$ cat src/rtl/psk_pkg.sv
// Shared types, constants and message decode for the panel switch and knob qualifier.
package psk_pkg;

   // Reset values of the control registers
   localparam logic [15:0] SETTLE_MS_RESET     = 16'd50;
   localparam logic [31:0] BEAT_INTERVAL_RESET = 32'd10000;
   localparam logic [11:0] KNOB_DEADBAND_RESET = 12'd80;
   localparam logic [2:0]  ACTIVE_LOW_RESET    = 3'd7;
   localparam logic        KNOB_ENABLE_RESET   = 1'b1;
   localparam logic [7:0]  VERSION_RESET       = 8'd1;

   // Knob level before any start poll or report latched one
   localparam logic signed [12:0] KNOB_SETTLED_RESET = -13'sd1000;

   localparam int QUEUE_DEPTH = 2;

   // Control register indexes
   localparam int CSR_INDEX_W = 3;
   localparam int CSR_DATA_W  = 32;
   localparam logic [CSR_INDEX_W-1:0] CSR_SETTLE_MS     = 3'd0;
   localparam logic [CSR_INDEX_W-1:0] CSR_BEAT_INTERVAL = 3'd1;
   localparam logic [CSR_INDEX_W-1:0] CSR_KNOB_DEADBAND = 3'd2;
   localparam logic [CSR_INDEX_W-1:0] CSR_ACTIVE_LOW    = 3'd3;
   localparam logic [CSR_INDEX_W-1:0] CSR_KNOB_ENABLE   = 3'd4;
   localparam logic [CSR_INDEX_W-1:0] CSR_VERSION       = 3'd5;

   // Active-low mask bit per switch
   localparam int SW_DETECT = 0;
   localparam int SW_DEPTH  = 1;
   localparam int SW_BUTTON = 2;

   // Message kinds
   localparam logic [2:0] KIND_VERSION   = 3'd0;
   localparam logic [2:0] KIND_SPEECH    = 3'd1;
   localparam logic [2:0] KIND_VIBRATION = 3'd2;
   localparam logic [2:0] KIND_KNOB      = 3'd3;
   localparam logic [2:0] KIND_MODE      = 3'd4;
   localparam logic [2:0] KIND_STATUS    = 3'd5;
   localparam logic [2:0] KIND_ALIVE     = 3'd6;

   // Message slots of one poll, in output order
   localparam int SLOT_COUNT = 12;
   localparam int SLOT_W     = 4;

   typedef enum logic [SLOT_W-1:0] {
      SLOT_VERSION   = 4'd0,
      SLOT_SPEECH_A  = 4'd1,
      SLOT_VIBRATE_A = 4'd2,
      SLOT_KNOB_A    = 4'd3,
      SLOT_MODE_A    = 4'd4,
      SLOT_STATUS    = 4'd5,
      SLOT_KNOB_MOVE = 4'd6,
      SLOT_ALIVE     = 4'd7,
      SLOT_SPEECH_B  = 4'd8,
      SLOT_VIBRATE_B = 4'd9,
      SLOT_KNOB_B    = 4'd10,
      SLOT_MODE_B    = 4'd11
   } slot_type;

   typedef struct packed {
      logic        start_req;
      logic [31:0] time_ms;
      logic        detect_raw;
      logic        depth_raw;
      logic        button_raw;
      logic [11:0] knob_raw;
   } req_type;

   typedef struct packed {
      logic [2:0]  message_kind;
      logic [11:0] message_value;
      logic        last_of_poll;
   } rsp_type;

   typedef struct packed {
      logic [15:0] settle_ms;
      logic [31:0] beat_interval;
      logic [11:0] knob_deadband;
      logic [2:0]  active_low_mask;
      logic        knob_enable;
      logic [7:0]  version_code;
   } cfg_type;

   // One classified poll: which messages to send and the values they carry
   typedef struct packed {
      logic [SLOT_COUNT-1:0] slots;
      logic                  detect_on;
      logic                  depth_on;
      logic [11:0]           knob_value;
      logic [7:0]            version;
   } plan_type;

   function automatic rsp_type slot_message(input slot_type slot, input plan_type plan,
                                            input logic last);
      rsp_type msg;
      msg.last_of_poll  = last;
      msg.message_kind  = KIND_VERSION;
      msg.message_value = '0;
      unique case (slot)
         SLOT_VERSION: begin
            msg.message_kind  = KIND_VERSION;
            msg.message_value = {4'd0, plan.version};
         end
         SLOT_SPEECH_A, SLOT_SPEECH_B: begin
            msg.message_kind  = KIND_SPEECH;
            msg.message_value = {11'd0, plan.detect_on};
         end
         SLOT_VIBRATE_A, SLOT_VIBRATE_B: begin
            msg.message_kind  = KIND_VIBRATION;
            msg.message_value = {11'd0, plan.depth_on};
         end
         SLOT_KNOB_A, SLOT_KNOB_MOVE, SLOT_KNOB_B: begin
            msg.message_kind  = KIND_KNOB;
            msg.message_value = plan.knob_value;
         end
         SLOT_MODE_A, SLOT_MODE_B: begin
            msg.message_kind  = KIND_MODE;
            msg.message_value = {10'd0, plan.depth_on, plan.detect_on};
         end
         SLOT_STATUS: begin
            msg.message_kind  = KIND_STATUS;
         end
         SLOT_ALIVE: begin
            msg.message_kind  = KIND_ALIVE;
         end
         default: begin
            msg.message_kind  = KIND_VERSION;
         end
      endcase
      return msg;
   endfunction

endpackage

$ cat src/rtl/psk_front.sv
// Front end: accepts polls, debounces switches, tracks knob and heartbeat, builds a plan.
module psk_front (
   input  logic               clock,
   input  logic               reset,
   input  psk_pkg::cfg_type   cfg,
   input  logic               req_valid,
   input  psk_pkg::req_type   req_payload,
   input  logic               queue_full,
   output logic               req_stall,
   output logic               push,
   output psk_pkg::plan_type  push_plan
);

   typedef struct packed {
      logic        stable;
      logic        seen;
      logic [31:0] changed_at;
      logic        moved;
   } sw_next_type;

   function automatic sw_next_type settle(input logic stable, input logic seen,
                                          input logic [31:0] changed_at,
                                          input logic level, input logic [31:0] now,
                                          input logic [15:0] hold);
      sw_next_type nxt;
      logic [31:0] elapsed;
      nxt.stable     = stable;
      nxt.seen       = seen;
      nxt.changed_at = changed_at;
      if (level != seen) begin
         nxt.seen       = level;
         nxt.changed_at = now;
      end
      elapsed   = now - nxt.changed_at;
      nxt.moved = (level != stable) && (elapsed > {16'd0, hold});
      if (nxt.moved) begin
         nxt.stable = level;
      end
      return nxt;
   endfunction

   logic                 det_stable_ff, det_stable_in, det_seen_ff, det_seen_in;
   logic                 dep_stable_ff, dep_stable_in, dep_seen_ff, dep_seen_in;
   logic                 btn_stable_ff, btn_stable_in, btn_seen_ff, btn_seen_in;
   logic [31:0]          det_changed_ff, det_changed_in;
   logic [31:0]          dep_changed_ff, dep_changed_in;
   logic [31:0]          btn_changed_ff, btn_changed_in;
   logic signed [12:0]   knob_settled_ff, knob_settled_in;
   logic [31:0]          beat_last_ff, beat_last_in;

   sw_next_type          det_nxt, dep_nxt, btn_nxt;
   logic                 accept;
   logic                 start;
   logic                 rocker_moved, status_press, knob_move, beat_due;
   logic signed [13:0]   knob_diff;
   logic [13:0]          knob_dist;
   logic [31:0]          beat_elapsed;
   logic                 det_on, dep_on;
   logic [psk_pkg::SLOT_COUNT-1:0] slots;

   assign req_stall = queue_full;
   assign accept    = req_valid && !queue_full;
   assign start     = req_payload.start_req;

   always_comb begin
      det_nxt = settle(det_stable_ff, det_seen_ff, det_changed_ff, req_payload.detect_raw,
                       req_payload.time_ms, cfg.settle_ms);
      dep_nxt = settle(dep_stable_ff, dep_seen_ff, dep_changed_ff, req_payload.depth_raw,
                       req_payload.time_ms, cfg.settle_ms);
      btn_nxt = settle(btn_stable_ff, btn_seen_ff, btn_changed_ff, req_payload.button_raw,
                       req_payload.time_ms, cfg.settle_ms);

      knob_diff = $signed({2'b00, req_payload.knob_raw})
                - $signed({knob_settled_ff[12], knob_settled_ff});
      knob_dist = knob_diff[13] ? 14'(-knob_diff) : 14'(knob_diff);
      beat_elapsed = req_payload.time_ms - beat_last_ff;

      rocker_moved = det_nxt.moved || dep_nxt.moved;
      status_press = btn_nxt.moved && (btn_nxt.stable ^ cfg.active_low_mask[psk_pkg::SW_BUTTON]);
      knob_move    = cfg.knob_enable && (knob_dist > {2'b00, cfg.knob_deadband});
      beat_due     = beat_elapsed >= cfg.beat_interval;

      // defaults: hold state
      det_stable_in   = det_stable_ff;
      det_seen_in     = det_seen_ff;
      det_changed_in  = det_changed_ff;
      dep_stable_in   = dep_stable_ff;
      dep_seen_in     = dep_seen_ff;
      dep_changed_in  = dep_changed_ff;
      btn_stable_in   = btn_stable_ff;
      btn_seen_in     = btn_seen_ff;
      btn_changed_in  = btn_changed_ff;
      knob_settled_in = knob_settled_ff;
      beat_last_in    = beat_last_ff;
      slots           = '0;

      if (start) begin
         det_stable_in = req_payload.detect_raw;
         det_seen_in   = req_payload.detect_raw;
         dep_stable_in = req_payload.depth_raw;
         dep_seen_in   = req_payload.depth_raw;
         if (cfg.knob_enable) begin
            knob_settled_in = $signed({1'b0, req_payload.knob_raw});
         end
         slots[psk_pkg::SLOT_VERSION]   = 1'b1;
         slots[psk_pkg::SLOT_SPEECH_A]  = 1'b1;
         slots[psk_pkg::SLOT_VIBRATE_A] = 1'b1;
         slots[psk_pkg::SLOT_KNOB_A]    = cfg.knob_enable;
         slots[psk_pkg::SLOT_MODE_A]    = 1'b1;
      end else begin
         det_stable_in  = det_nxt.stable;
         det_seen_in    = det_nxt.seen;
         det_changed_in = det_nxt.changed_at;
         dep_stable_in  = dep_nxt.stable;
         dep_seen_in    = dep_nxt.seen;
         dep_changed_in = dep_nxt.changed_at;
         btn_stable_in  = btn_nxt.stable;
         btn_seen_in    = btn_nxt.seen;
         btn_changed_in = btn_nxt.changed_at;
         if (knob_move) begin
            knob_settled_in = $signed({1'b0, req_payload.knob_raw});
         end
         if (beat_due) begin
            beat_last_in = req_payload.time_ms;
         end
         slots[psk_pkg::SLOT_SPEECH_A]  = rocker_moved;
         slots[psk_pkg::SLOT_VIBRATE_A] = rocker_moved;
         slots[psk_pkg::SLOT_MODE_A]    = rocker_moved;
         slots[psk_pkg::SLOT_STATUS]    = status_press;
         slots[psk_pkg::SLOT_KNOB_MOVE] = knob_move;
         slots[psk_pkg::SLOT_ALIVE]     = beat_due;
         slots[psk_pkg::SLOT_SPEECH_B]  = beat_due;
         slots[psk_pkg::SLOT_VIBRATE_B] = beat_due;
         slots[psk_pkg::SLOT_KNOB_B]    = beat_due && cfg.knob_enable;
         slots[psk_pkg::SLOT_MODE_B]    = beat_due;
      end

      det_on = det_stable_in ^ cfg.active_low_mask[psk_pkg::SW_DETECT];
      dep_on = dep_stable_in ^ cfg.active_low_mask[psk_pkg::SW_DEPTH];

      push_plan.slots      = slots;
      push_plan.detect_on  = det_on;
      push_plan.depth_on   = dep_on;
      // never-latched knob reads as zero
      push_plan.knob_value = knob_settled_in[12] ? 12'd0 : knob_settled_in[11:0];
      push_plan.version    = cfg.version_code;
      push                 = accept && (slots != '0);
   end

   always_ff @(posedge clock) begin
      if (reset) begin
         det_stable_ff   <= 1'b1;
         det_seen_ff     <= 1'b1;
         det_changed_ff  <= '0;
         dep_stable_ff   <= 1'b1;
         dep_seen_ff     <= 1'b1;
         dep_changed_ff  <= '0;
         btn_stable_ff   <= 1'b1;
         btn_seen_ff     <= 1'b1;
         btn_changed_ff  <= '0;
         knob_settled_ff <= psk_pkg::KNOB_SETTLED_RESET;
         beat_last_ff    <= '0;
      end else if (accept) begin
         det_stable_ff   <= det_stable_in;
         det_seen_ff     <= det_seen_in;
         det_changed_ff  <= det_changed_in;
         dep_stable_ff   <= dep_stable_in;
         dep_seen_ff     <= dep_seen_in;
         dep_changed_ff  <= dep_changed_in;
         btn_stable_ff   <= btn_stable_in;
         btn_seen_ff     <= btn_seen_in;
         btn_changed_ff  <= btn_changed_in;
         knob_settled_ff <= knob_settled_in;
         beat_last_ff    <= beat_last_in;
      end
   end

   // A start poll always queues a version message
   a_start_pushes_version: assert property (@(posedge clock) disable iff (reset)
      accept && start |-> push && push_plan.slots[psk_pkg::SLOT_VERSION])
      else $error("start poll did not queue a version message");

   // The debounced level never changes except on an accepted poll
   a_stable_holds_idle: assert property (@(posedge clock) disable iff (reset)
      !accept |=> $stable(det_stable_ff) && $stable(dep_stable_ff) && $stable(btn_stable_ff))
      else $error("switch state moved without a poll");

endmodule

$ cat src/rtl/psk_queue.sv
// Small plan queue between the front end and the message sequencer.
module psk_queue #(
   parameter int Depth = psk_pkg::QUEUE_DEPTH
) (
   input  logic               clock,
   input  logic               reset,
   input  logic               push,
   input  psk_pkg::plan_type  push_plan,
   output logic               full,
   output logic               pop_valid,
   output psk_pkg::plan_type  pop_plan,
   input  logic               pop
);

   localparam int PtrW = (Depth > 1) ? $clog2(Depth) : 1;
   localparam int CntW = $clog2(Depth + 1);

   psk_pkg::plan_type entry_ff [Depth];
   logic [PtrW-1:0]   wr_ptr_ff, wr_ptr_in;
   logic [PtrW-1:0]   rd_ptr_ff, rd_ptr_in;
   logic [CntW-1:0]   count_ff, count_in;

   assign full      = (count_ff == CntW'(Depth));
   assign pop_valid = (count_ff != '0);
   assign pop_plan  = entry_ff[rd_ptr_ff];

   always_comb begin
      wr_ptr_in = wr_ptr_ff;
      rd_ptr_in = rd_ptr_ff;
      count_in  = count_ff;
      if (push) begin
         wr_ptr_in = (wr_ptr_ff == PtrW'(Depth - 1)) ? '0 : wr_ptr_ff + 1'b1;
      end
      if (pop) begin
         rd_ptr_in = (rd_ptr_ff == PtrW'(Depth - 1)) ? '0 : rd_ptr_ff + 1'b1;
      end
      case ({push, pop})
         2'b10:   count_in = count_ff + 1'b1;
         2'b01:   count_in = count_ff - 1'b1;
         default: count_in = count_ff;
      endcase
   end

   always_ff @(posedge clock) begin
      if (reset) begin
         wr_ptr_ff <= '0;
         rd_ptr_ff <= '0;
         count_ff  <= '0;
      end else begin
         wr_ptr_ff <= wr_ptr_in;
         rd_ptr_ff <= rd_ptr_in;
         count_ff  <= count_in;
      end
   end

   always_ff @(posedge clock) begin
      if (push) begin
         entry_ff[wr_ptr_ff] <= push_plan;
      end
   end

   a_no_overflow: assert property (@(posedge clock) disable iff (reset)
      push |-> !full || pop)
      else $error("plan queue overflow");

   a_no_underflow: assert property (@(posedge clock) disable iff (reset)
      pop |-> pop_valid)
      else $error("plan queue underflow");

endmodule

$ cat src/rtl/psk_back.sv
// Back end: walks the slots of each plan and sends one message per transfer.
module psk_back (
   input  logic               clock,
   input  logic               reset,
   input  logic               pop_valid,
   input  psk_pkg::plan_type  pop_plan,
   output logic               pop,
   output logic               rsp_valid,
   input  logic               rsp_stall,
   output psk_pkg::rsp_type   rsp_payload
);

   logic [psk_pkg::SLOT_COUNT-1:0] pend_ff, pend_in;
   psk_pkg::plan_type              plan_ff;
   logic                           rsp_valid_ff, rsp_valid_in;
   psk_pkg::rsp_type               rsp_ff, rsp_in;

   logic [psk_pkg::SLOT_COUNT-1:0] first_bit, pend_after;
   logic [psk_pkg::SLOT_W-1:0]     slot_idx;
   logic                           busy, out_ready, emit, load;

   assign rsp_valid   = rsp_valid_ff;
   assign rsp_payload = rsp_ff;

   always_comb begin
      busy       = (pend_ff != '0);
      out_ready  = !rsp_valid_ff || !rsp_stall;
      emit       = busy && out_ready;
      first_bit  = pend_ff & (~pend_ff + 1'b1);
      pend_after = pend_ff & ~first_bit;
      slot_idx   = '0;
      for (int i = 0; i < psk_pkg::SLOT_COUNT; i++) begin
         if (first_bit[i]) begin
            slot_idx = slot_idx | psk_pkg::SLOT_W'(i);
         end
      end

      load = pop_valid && (!busy || (emit && (pend_after == '0)));
      pop  = load;

      if (load) begin
         pend_in = pop_plan.slots;
      end else if (emit) begin
         pend_in = pend_after;
      end else begin
         pend_in = pend_ff;
      end

      rsp_valid_in = out_ready ? emit : rsp_valid_ff;
      rsp_in = emit ? psk_pkg::slot_message(psk_pkg::slot_type'(slot_idx), plan_ff,
                                            pend_after == '0)
                    : rsp_ff;
   end

   always_ff @(posedge clock) begin
      if (reset) begin
         pend_ff      <= '0;
         rsp_valid_ff <= 1'b0;
      end else begin
         pend_ff      <= pend_in;
         rsp_valid_ff <= rsp_valid_in;
      end
   end

   always_ff @(posedge clock) begin
      if (load) begin
         plan_ff <= pop_plan;
      end
      rsp_ff <= rsp_in;
   end

   // A message that is not the last of its poll leaves slots behind
   a_more_pending: assert property (@(posedge clock) disable iff (reset)
      rsp_valid_ff && !rsp_ff.last_of_poll |-> busy)
      else $error("poll ended without a last message");

   // A fresh plan is only taken once the current one has sent its last message
   a_load_when_done: assert property (@(posedge clock) disable iff (reset)
      load |-> !busy || (emit && pend_after == '0))
      else $error("plan overwritten while messages remain");

endmodule

$ cat src/rtl/panel_switch_knob_qualifier.sv
// Top level of the panel switch and knob qualifier: control registers and the three stages.
//
// Each poll carries a millisecond timestamp, the raw levels of the detect and
// depth rockers and of the status button, a 12-bit knob sample and a start
// flag. The front end takes one poll per cycle while the queue is not full,
// debounces each switch against the settle time (elapsed time is wrap-safe),
// checks the knob against the deadband and the heartbeat against its
// interval, and turns the poll into a plan of up to ten messages with their
// values already fixed. Plans wait in a small queue (QueueDepth entries); the
// back end sends one message per rsp transfer, flagging the final message of
// each poll with last_of_poll. Polls that produce no message are absorbed
// without a trace on rsp. The back end takes the next plan as it sends the
// last message of the current one, so sustained throughput is one message
// per cycle while rsp_stall is low; req_stall rises only when the queue is
// full. From an idle block, a poll passes the queue entry, the plan load and
// the output register before rsp_valid rises. Control registers are written
// through csr_write_en / csr_index / csr_wdata and must only change while
// the block is idle; unused index values are ignored.
module panel_switch_knob_qualifier #(
   parameter int QueueDepth = psk_pkg::QUEUE_DEPTH
) (
   input  logic                                clock,
   input  logic                                reset,
   input  logic                                req_valid,
   output logic                                req_stall,
   input  psk_pkg::req_type                    req_payload,
   output logic                                rsp_valid,
   input  logic                                rsp_stall,
   output psk_pkg::rsp_type                    rsp_payload,
   input  logic                                csr_write_en,
   input  logic [psk_pkg::CSR_INDEX_W-1:0]     csr_index,
   input  logic [psk_pkg::CSR_DATA_W-1:0]      csr_wdata
);

   psk_pkg::cfg_type  cfg_ff, cfg_in;
   logic              push, queue_full, pop_valid, pop;
   psk_pkg::plan_type push_plan, pop_plan;

   // control register writes
   always_comb begin
      cfg_in = cfg_ff;
      if (csr_write_en) begin
         unique case (csr_index)
            psk_pkg::CSR_SETTLE_MS:     cfg_in.settle_ms        = csr_wdata[15:0];
            psk_pkg::CSR_BEAT_INTERVAL: cfg_in.beat_interval    = csr_wdata[31:0];
            psk_pkg::CSR_KNOB_DEADBAND: cfg_in.knob_deadband    = csr_wdata[11:0];
            psk_pkg::CSR_ACTIVE_LOW:    cfg_in.active_low_mask  = csr_wdata[2:0];
            psk_pkg::CSR_KNOB_ENABLE:   cfg_in.knob_enable      = csr_wdata[0];
            psk_pkg::CSR_VERSION:       cfg_in.version_code     = csr_wdata[7:0];
            default:                    cfg_in = cfg_ff;
         endcase
      end
   end

   always_ff @(posedge clock) begin
      if (reset) begin
         cfg_ff.settle_ms       <= psk_pkg::SETTLE_MS_RESET;
         cfg_ff.beat_interval   <= psk_pkg::BEAT_INTERVAL_RESET;
         cfg_ff.knob_deadband   <= psk_pkg::KNOB_DEADBAND_RESET;
         cfg_ff.active_low_mask <= psk_pkg::ACTIVE_LOW_RESET;
         cfg_ff.knob_enable     <= psk_pkg::KNOB_ENABLE_RESET;
         cfg_ff.version_code    <= psk_pkg::VERSION_RESET;
      end else begin
         cfg_ff <= cfg_in;
      end
   end

   // classify polls
   psk_front u_front (
      .clock       (clock),
      .reset       (reset),
      .cfg         (cfg_ff),
      .req_valid   (req_valid),
      .req_payload (req_payload),
      .queue_full  (queue_full),
      .req_stall   (req_stall),
      .push        (push),
      .push_plan   (push_plan)
   );

   // decouple poll intake from message output
   psk_queue #(
      .Depth (QueueDepth)
   ) u_queue (
      .clock     (clock),
      .reset     (reset),
      .push      (push),
      .push_plan (push_plan),
      .full      (queue_full),
      .pop_valid (pop_valid),
      .pop_plan  (pop_plan),
      .pop       (pop)
   );

   // sequence messages
   psk_back u_back (
      .clock       (clock),
      .reset       (reset),
      .pop_valid   (pop_valid),
      .pop_plan    (pop_plan),
      .pop         (pop),
      .rsp_valid   (rsp_valid),
      .rsp_stall   (rsp_stall),
      .rsp_payload (rsp_payload)
   );

endmodule
$ cat config.mk
export PLATFORM = sky130hd
export DESIGN_NAME = panel_switch_knob_qualifier
export DESIGN_NICKNAME = d
export VERILOG_FILES = /design/src/rtl/psk_pkg.sv /design/src/rtl/psk_front.sv /design/src/rtl/psk_queue.sv /design/src/rtl/psk_back.sv /design/src/rtl/panel_switch_knob_qualifier.sv
export SDC_FILE = /design/constraint.sdc
export NUM_CORES = 1
export LEC_CHECK = 0
export BUFFER_PORTS_ARGS = -buffer_cell sky130_fd_sc_hd__clkbuf_2
export CAP_MARGIN = 5
export CORE_MARGIN = 5
export CORE_UTILIZATION = 41
export CTS_CLUSTER_DIAMETER = 200
export DETAILED_ROUTE_END_ITERATION = 7
export PLACE_DENSITY_LB_ADDON = 0.2
export SYNTH_ARGS = -nofsm -noshare
export SYNTH_HDL_FRONTEND = slang
export SYNTH_SLANG_ARGS = --single-unit
$ cat constraint.sdc
create_clock -name clock -period 7.1 [get_ports clock]
set_input_delay 0.355 -clock clock [delete_from_list [all_inputs] [get_ports clock]]
set_output_delay 0.355 -clock clock [all_outputs]
set_load 0.1 [all_outputs]
# Yosys cells after proc, flatten, opt, wreduce, memory -nomap -nowiden
# Memory sizes are Yosys's and may differ from the RTL's. A register that Yosys moved wholly into a read port is not among the register bits.
# Cells that the tools add are included.
classes:
  n_addsub: 11
  n_mux: 42
  bitwise_logic: 8
  order_cmp: 5
  reduce_logical: 43
  eq_ne: 25
ops:
  columns: ["op", "count"]
  rows:
  - ["32-bit subtractor", 4]
  - ["32-bit by 16-bit > comparator with 1-bit output", 3]
  - ["33-bit 2-to-1 mux", 2]
  - ["12-bit one-hot mux with 5 select lines", 1]
  - ["13-bit 2-to-1 mux", 3]
  - ["12-bit 2-to-1 mux", 3]
  - ["32-bit greater-or-equal comparator", 1]
  - ["32-bit 2-to-1 mux", 1]
  - ["12-bit AND", 2]
  - ["12-bit NOT", 2]
  - ["12-bit nonzero test", 2]
  - ["3-bit one-hot mux with 6 select lines", 1]
  - ["2-bit AND reduction", 9]
  - ["1-bit 2-to-1 mux", 17]
  - ["4-bit by 3-bit == test with 1-bit output, second input constant", 4]
  - ["4-bit == test, second input constant", 4]
  - ["4-bit 2-to-1 mux", 4]
  - ["14-bit by 12-bit > comparator with 1-bit output", 1]
  - ["14-bit 2-to-1 mux", 1]
  - ["14-bit negator", 1]
  - ["13-bit by 13-bit subtractor with 14-bit output", 1]
  - ["12-bit by 1-bit adder with 12-bit output, second input constant", 1]
  - ["12-bit zero test", 1]
  - ["3-bit 2-to-1 mux", 4]
  - ["25 further kinds", 61]
totals:
  ram_bits: 68
  output_inout_bits: 18
  wordCells: 164
  n_memories: 1
  ff_bits: 274
  in_bits: 88
mem_list:
  columns: ["memory", "words", "width", "rd", "rd_clocked_by_memory_dff", "wr", "line_no", "rtl"]
  rows:
  - ["u_queue.entry_ff", 2, 34, 1, 1, 1, "psk_queue.sv:18", "psk_pkg::plan_type entry_ff [Depth];"]

# Logic depth before layout (Yosys ltp)
# Gate-level depths: netlist of the first run.
logic_depth:
  ltp_word: 17
  depth_mapped: 33
  ltp_nobuf: 31

# Hierarchy
# From an unflattened synthesis of the first run, not the netlist that was laid out.
hier_totals:
  hier_cells: 2841
  area_unflattened_um2: 24783.8
modules_own_cells:
  columns: ["mod", "seq_area_each_um2", "n_inst", "area_each_um2", "cells_per_inst"]
  rows:
  - ["psk_front", 2942.8, 1, 16853.7, 2244]
  - ["panel_switch_knob_qualifier", 1441.4, 1, 3022.9, 288]
  - ["psk_queue", 2142.1, 1, 2652.5, 128]
  - ["psk_back", 1401.3, 1, 2254.7, 181]

# Worst setup path before layout of the first run
# OpenSTA, ideal clock, no wires.
synth_path:
  kind: "input -> register"
  startpoint: "input port req_payload[13] (netlist name)"
  endpoint: "memory u_queue.entry_ff[0][0] (netlist name) (enable)"
  cell_stages: 28
  setup_slack_ns: -0.447
  path_buffers: 3
  setup_time_ns: 0.415
  arrival_ns: 7.132
  required_ns: 6.685
  cell_sequence: "ha_1 > clkbuf_1 > clkbuf_1 > buf_1 > mux2i_1 > ha_1 > a211oi_1 > nand2_1 > nor4_1 > a21oi_1 > o21ai_0 > nand2b_1 > a21o_1 > a21oi_1 > xnor2_1 > ha_1 > nand3_1 > or4_1 > a21oi_1 > a211oi_1 > o221a_2 > o221ai_1 > nor4b_1 > nand4_1 > o21ai_1 > o21ai_1 > o21bai_4 > nor2_1"
synth_lines:
  columns: ["item", "line_no", "rtl"]
  rows:
  - ["start: declaration", "panel_switch_knob_qualifier.sv:26", "input psk_pkg::req_type req_payload,"]
  - ["end: declaration", "psk_queue.sv:18", null]

==> out/metrics.csv, run 1 <==
stage;metric;value;unit
die;IO Pins;106;
finish;fraction of layout cells with a size suffix above 1;10.6;%
synthesis;Post-Syn Area;0.0240;mm^2
synthesis;asr flop ratio synth;0;%
finish;area added between synthesis and finish;13.3;%
timing;unrepaired setup endpoints after global routing;false;
global_routing;largest net degree at the start of global routing;105;
power_and_ir_drop;P_leak;11.0;nW
synthesis;Post-synth top flop;dfxtp_1;
die;Die Width;252;um
worst_hold_path;HP Class;in -> reg;
outcome;status;finished clean;
synthesis;synth warn;0;
drt;Routed WL;74200;um
global_routing;global-route wire length before repair;116000;um
synthesis;Cell variety after synth;94;
finish;final core utilization;47.0;%
clock_network;Clock Pin Slew Worst Setup and Hold Paths;0.06;ns
finish;Fillers;5624;
power_and_ir_drop;Pwr Density;355;mW/mm^2
die;FP Rows;88;
worst_hold_path;hold endpoint;cfg_ff[47]$_SDFFE_PP0P_;
clock_network;CTS Root Cell;clkbuf_16;
setup_path;worst endpoint required time;7.60;ns
setup_path;Critical Path AT;7.16;ns
clock_network;CTS buffer count;43;
finish;antenna diode count;0;
setup_path;CP Class;reg -> reg;
timing;fin crit share;93.8;%
synthesis;largest family of logic cells by synthesized area;compound AO/OA/AOI/OAI gates;
timing;max-slew violations;0;
synthesis;sequential share of the synthesized area;31.8;%
synthesis;Cells after Synth;2874;
setup_path;Crit Reg-Reg Startpoint;u_front.beat_last_ff[0]$_SDFFE_PP0P_;
synthesis;post-synth net total;3184;
die;Starting Density;41.5;%
clock_network;# H-tree levels;2;
power_and_ir_drop;VDD IR-drop max;0.455;mV
clock_network;clock buffer depth;3;
synthesis;Synth Area in XOR/XNOR;4.42;%
timing;worst slew pin tran;1.12;ns
run;max_cap viols;0;
drt;ANT nets after route;0;
worst_hold_path;Hold Path Stages;3;
setup_path;Startpoint Class;flop;
global_routing;vias in the first global route;20600;
drt;drc violations;0;
finish;NumNets Final;3267;
drt;Iteration-0 DRC Markers;1319;
clock_network;CTS tree;done;
die;core box area;0.0578;mm^2
timing;slew margin rel.;24.2;%
timing;Achievable Freq;150;MHz
synthesis;Post-Synth Adder-Cell Area;11.9;%
place;final HPWL from detailed placement;56600;um
finish;most frequent cells in the layout;nand2_1, nor2_1, a21oi_1, dfxtp_1, ha_1;
synthesis;Mean Syn Cell Area;8.35;um^2
setup_path;R2R Setup Slk;0.44;ns
setup_path;Slowest-stage cell, CP;a41oi_1;
global_routing;Remaining Overflow, GRT;0;
worst_hold_path;min-delay src;csr_wdata[23];
die;Die H;252;um
global_routing;initial antenna violation count;0;
drt;vias;21500;
global_routing;gr usage total;22.6;%
timing;Tmin final;6.66;ns
setup_path;peak per-stage delay on the critical path;0.41;ns
synthesis;area share of the leading cell type in the synthesized netlist;19.8;%
synthesis;largest cells by area after synthesis;dfxtp_1, edfxtp_1, ha_1;
place;GP Congestion;0.944;
synthesis;Synth Area in Simple Gates;18.0;%
die;area of the die;0.0635;mm^2
synthesis;Synth Area in Compound Gates;22.0;%
finish;commonest non-fill, non-tap cell in the layout;nand2_1;
drt;Pre-antenna DRT Iters;5;
setup_path;R2R depth;29;
timing;Clock Skew;0.0413;ns
timing;Setup violations, final;0;
timing;hold slack;0.0250;ns
clock_network;Clock Sinks;333;
drt;drt wl/cell;19.7;um
synthesis;number of flops mapped to enable cells by yosys;96;
clock_network;worst skew pair latency;0.60;ns
place;PortBufs;105;
drt;DR vias/cell;5.72;
setup_path;reg2reg end;u_queue.count_ff[1]$_SDFFE_PP0P_;
timing;Final Hold Fails;0;
setup_path;Max FO, Critical Path;5;
setup_path;critical path's most frequent cell;a21o_1;
synthesis;Yosys reg bits;333;
setup_path;Worst setup EP type;flop;
synthesis;multiplexer area fraction after synthesis;7.13;%
synthesis;Synth area leader;dfxtp_1;
==> worst max-delay path by stage <==
stage,startpoint,end,slack [ns],cells past startpoint
floorplan,req_payload[13],u_queue.entry_ff[0][0]$_DFFE_PP_,-0.45,28
global placement,req_payload[14],u_queue.count_ff[1]$_SDFFE_PP0P_,0.21,29
detailed placement,req_payload[14],u_queue.count_ff[1]$_SDFFE_PP0P_,0.11,29
CTS,u_front.btn_seen_ff$_SDFFE_PP1P_,u_queue.count_ff[1]$_SDFFE_PP0P_,0.16,27
global route,u_front.beat_last_ff[0]$_SDFFE_PP0P_,u_queue.count_ff[1]$_SDFFE_PP0P_,0.02,29
finish,u_front.beat_last_ff[0]$_SDFFE_PP0P_,u_queue.count_ff[1]$_SDFFE_PP0P_,0.44,29
==> where the power goes <==
group / leakage (nW) / switching, mW / internal (mW) / total, mW
Sequential: 2.85 / 0.171 / 2.48 / 2.65
Clock: 0.792 / 0.919 / 1.54 / 2.46
Combinational: 7.37 / 2.88 / 1.65 / 4.54
==> worst max-delay path, delay by kind of cell (launching register included) <==
kind	cells	cell delay, ns
AND/OR/NAND/NOR	2	0.76
flip-flops	1	0.34
XOR/XNOR	1	0.11
buffers and inverters	1	0.05
adder cells (fa/ha/maj)	4	1.05
AO/OA/AOI/OAI	21	4.24
==> state kept, by name, summed over array words and instances, names as in the netlist, 2 cells and up, named ones only <==
signal                   cells
u_back.plan_ff              22
u_front.beat_last_ff        32
u_queue.entry_ff            58
u_front.dep_changed_ff      32
u_front.knob_settled_ff     13
u_front.det_changed_ff      32
cfg_ff                      72
u_back.pend_ff              12
u_back.rsp_payload          16
u_queue.count_ff             2
u_front.btn_changed_ff      32
==> cells by family (layout without fill, tap and decap cells) <==
logic type / after synthesis / count (layout)
adder cells (fa/ha/maj): 226 / 226
AO/OA/AOI/OAI: 801 / 801
buffers and inverters: 300 / 418
flip-flops: 333 / 333
XOR/XNOR: 121 / 121
multiplexers: 167 / 167
AND/OR/NAND/NOR: 926 / 926
==> synth_stat cells (all sizes together), types with 10 or more instances <==
| cell | count |
|---|---|
| or3 | 18 |
| mux2 | 32 |
| o21a | 22 |
| o211ai | 37 |
| or2 | 10 |
| o21bai | 22 |
| nand2b | 40 |
| or4 | 12 |
| nor2 | 272 |
| o31ai | 14 |
| xor2 | 40 |
| nor3 | 48 |
| buf | 19 |
| and2 | 24 |
| nand2 | 314 |
| mux2i | 135 |
| clkbuf | 106 |
| edfxtp | 96 |
| a21o | 75 |
| a21oi | 258 |
| inv | 175 |
| dfxtp | 237 |
| a211oi | 97 |
| ha | 218 |
| o21ai | 126 |
| and3 | 25 |
| xnor2 | 81 |
| nand4 | 35 |
| nand3 | 48 |
| a31oi | 21 |
| nor2b | 39 |
==> through the flow <==
step	area (um^2)	cells	setup TNS, ns	setup slack, ns	total power, mW
after floorplan	24000	2874	-25.92	-0.447	6.06
after global placement	25400	3663	0	0.205	7.09
after detailed placement	25400	3663	0	0.115	7.16
after CTS	27100	3757	0	0.162	9.67
after global routing	27200	3757	0	0.0186	10.3
final	27200	3757	0	0.439	9.65
==> per-layer routing <==
layer | GRT usage (%) | vias to the layer above | share of wire [%]
met3 | 2.72 | 107 | 4.7
met1 | 31.0 | 10300 | 46
met2 | 37.4 | 524 | 46
li1 | - | 10600 | -
met4 | 6.64 | 0 | 2.8
met5 | 0 | - | 0
==> area by class of cell <==
cell class	instances	area, um^2	area share (%)
clock buffer	50	1140	4.20
multi-input combinational	2241	15300	56.3
sequential	333	7630	28.1
tap	765	957	3.52
clock inverter	30	478	1.76
timing repair buffer	163	1010	3.73
inverter	175	657	2.42
==> timing repair <==
item,4_1_cts,5_1_grt
hold buffers,14,0
setup buffers,0,0
gates resized for setup,0,14
endpoints found under the setup margin,0,60
endpoints found under the hold margin,16,0
Power figures use the tool's default switching activity.
==> inputs of run 2 (changes only) <==
==> constraint.sdc (replaced) <==
create_clock -name clock -period 5.7 [get_ports clock]
set_input_delay 0.285 -clock clock [delete_from_list [all_inputs] [get_ports clock]]
set_output_delay 0.285 -clock clock [all_outputs]
set_load 0.1 [all_outputs]
==> run 2 against run 1 <==
Sequential power is 25% higher. Clock-buffer cell count increased by 3. Power is 30% higher. Clock power grew 16%. Non-clock buffer count rose by 292. Via count is 5.3% higher. Setup slack worse by 0.68 ns. Register-to-register slack got worse by 0.68 ns. The flow now finishes with violations (setup timing). Sequential share of layout area is 2.4 points lower. Clock skew is 0.012 ns lower. Utilization up 4.5 points. Die area unchanged. Largest cell class unchanged.
==> out/metrics.csv, run 2 (synthesized netlist as in run 1, its figures left out) <==
stage;metric;value;unit;change
clock_network;CTS buffer count;42;;-2.3%
outcome;status;finished, violations left;;
finish;Largest regs;cfg_ff: 72 flops, u_queue.entry_ff: 58 flops;;
drt;ANT nets after route;0;;unchanged
drt;Iteration-0 DRC Markers;1291;;-2.1%
global_routing;initial antenna violation count;2;;+2
global_routing;global-route wire length before repair;120000;um;+3.7%
power_and_ir_drop;P_leak;12.4;nW;+12%
drt;drt wl/cell;19.1;um;-3.3%
power_and_ir_drop;Pwr Density;420;mW/mm^2;+19%
power_and_ir_drop;Logic pwr share;50.9;%;+3.9 points
setup_path;Worst setup EP type;flop;;
power_and_ir_drop;sw frac;40.8;%;-0.35 points
power_and_ir_drop;Power Internal;7.41;mW;+31%
drt;DR vias/cell;5.59;;-2.2%
place;GP Congestion;0.950;;+0.55%
timing;Fin Setup TNS;-10.97;ns;-10.97 ns
setup_path;Max FO, Critical Path;4;;-1
clock_network;clock buffer depth;3;;unchanged
finish;area added between synthesis and finish;24.1;%;
die;area of the die;0.0635;mm^2;unchanged
place;final HPWL from detailed placement;59600;um;+5.3%
timing;Achievable Freq;168;MHz;+12%
place;PortBufs;105;;unchanged
setup_path;Crit Reg-Reg Startpoint;u_front.btn_seen_ff$_SDFFE_PP1P_;;
worst_hold_path;HP Class;in -> reg;;
timing;worst slew pin tran;1.23;ns;+0.103 ns
die;FP Rows;88;;unchanged
setup_path;worst endpoint required time;6.15;ns;-1.45 ns
drt;drc violations;0;;unchanged
global_routing;gr usage total;23.3;%;+0.76 points
clock_network;# H-tree levels;2;;unchanged
timing;max-slew violations;0;;unchanged
die;Die H;252;um;unchanged
clock_network;Clock Sinks;333;;unchanged
setup_path;delay-heaviest family, CP;simple AND/OR/NAND/NOR gates;;
finish;antenna diode count;0;;unchanged
setup_path;CP Class;reg -> reg;;
timing;slew margin rel.;17.7;%;-6.5 points
timing;Clock Skew;0.0292;ns;-0.0122 ns
clock_network;Clock Pin Slew Worst Setup and Hold Paths;0.06;ns;about the same
die;Starting Density;41.5;%;unchanged
run;max_cap viols;0;;unchanged
setup_path;critical path startpoint;u_front.btn_seen_ff$_SDFFE_PP1P_;;
finish;Largest register FFs;72;;unchanged
setup_path;CP bufs+invs;4;;+3
clock_network;CTS tree;done;;
clock_network;worst skew pair latency;0.59;ns;about the same
power_and_ir_drop;VDD IR-drop max;0.583;mV;+28%
timing;Setup violations, final;60;;+60
power_and_ir_drop;Clock power frac;22.8;%;-2.7 points
clock_network;CTS Root Cell;clkbuf_16;;
finish;most frequent cells in the layout;nand2_1, buf_4, nor2_1, a21oi_1, dfxtp_1;;
timing;fin crit share;104;%;+10 points
timing;Tmin final;5.94;ns;-0.717 ns
global_routing;Remaining Overflow, GRT;0;;unchanged
timing;Final Hold Fails;0;;unchanged
setup_path;Slowest-stage cell, CP;or4_4;;
power_and_ir_drop;switching power;5.11;mW;+29%
setup_path;Startpoint Class;flop;;
setup_path;Critical Path AT;6.40;ns;-0.76 ns
outcome;failing checks;setup timing;;
finish;most flop-heavy register;cfg_ff;;
die;core box area;0.0578;mm^2;unchanged
global_routing;largest net degree at the start of global routing;91;;-13%
finish;commonest non-fill, non-tap cell in the layout;nand2_1;;
timing;hold slack;0.0266;ns;+0.00164 ns
drt;Pre-antenna DRT Iters;5;;unchanged
finish;NumNets Final;3561;;+9.0%
drt;vias;22600;;+5.3%
setup_path;critical path's most frequent cell;or3_4;;
timing;final worst slack;-0.243;ns;-0.683 ns
worst_hold_path;min-delay src;csr_wdata[6];;
drt;Routed WL;77300;um;+4.2%
setup_path;peak per-stage delay on the critical path;0.50;ns;+0.09 ns
power_and_ir_drop;register share of total power;26.4;%;-1.1 points
timing;unrepaired setup endpoints after global routing;true;;
die;Die Width;252;um;unchanged
die;IO Pins;106;;unchanged
global_routing;vias in the first global route;22000;;+6.6%
finish;fraction of layout cells with a size suffix above 1;19.3;%;+8.7 points
run 2: per-layer routing:
metal	global-route usage, %	part of all wire, %
met3	2.41	4.7
met2	39.5	47
met5	0	0.0091
met1	32.1	47
met4	5.58	2.2
run 2: final timing paths:
path / to / depth (start not counted) / slack (ns)
worst max-delay path: u_queue.count_ff[0]$_SDFFE_PP0P_ / 30 / -0.24
worst min-delay path: cfg_ff[30]$_SDFFE_PP0P_ / 3 / 0.03
worst max register to register: u_queue.count_ff[0]$_SDFFE_PP0P_ / 30 / -0.24
worst min register to register: cfg_ff[19]$_SDFFE_PP0P_ / 2 / 0.45
run 2: per-stage QoR:
| stage | instance area [um^2] | util (%) | worst slack (ns) | std cells | power, mW |
|---|---|---|---|---|---|
| finish | 29800 | 51.5 | -0.243 | 4048 | 12.5 |
| global route | 29800 | 51.5 | -0.515 | 4048 | 13.3 |
| CTS | 29500 | 51.1 | -0.297 | 4036 | 12.5 |
| detailed placement | 27400 | 47.4 | -0.752 | 3914 | 9.42 |
| global placement | 27400 | 47.4 | -0.565 | 3914 | 9.29 |
| floorplan | 24200 | - | -0.331 | 2874 | 7.60 |
run 2: repair_timing:
action,in CTS,in global routing
hold endpoints to repair,43,0
gates cloned,3,0
gates resized for setup,48,33
buffers inserted,10,12
endpoints found under the setup margin,69,94
pin swaps,19,18
hold buffers,35,0
run 2: area by class of cell:
| cell class | instances | area [um^2] |
|---|---|---|
| clock buffers | 53 | 1120 |
| clock inverters | 23 | 362 |
| fillers | 5422 | 28000 |
| inverters | 175 | 657 |
| multi-input cells | 2244 | 15700 |
| flip-flops and latches | 333 | 7630 |
| well taps | 765 | 957 |
| repair buffers | 455 | 3360 |
run 2: power by group through the flow:
stage	clock network [mW]	logic, mW	registers (mW)
2_1_floorplan	0	3.89	3.72
3_3_place_gp	0	5.97	3.33
3_5_place_dp	0	6.07	3.35
4_1_cts	2.92	6.25	3.30
5_1_grt	3.01	6.99	3.35
6_report	2.85	6.37	3.30
run 2: tightest hold or removal path, cell delays in order:
cell and delay [ns]:
clkbuf_2 0.14, nand2_1 0.08, a21oi_1 0.05
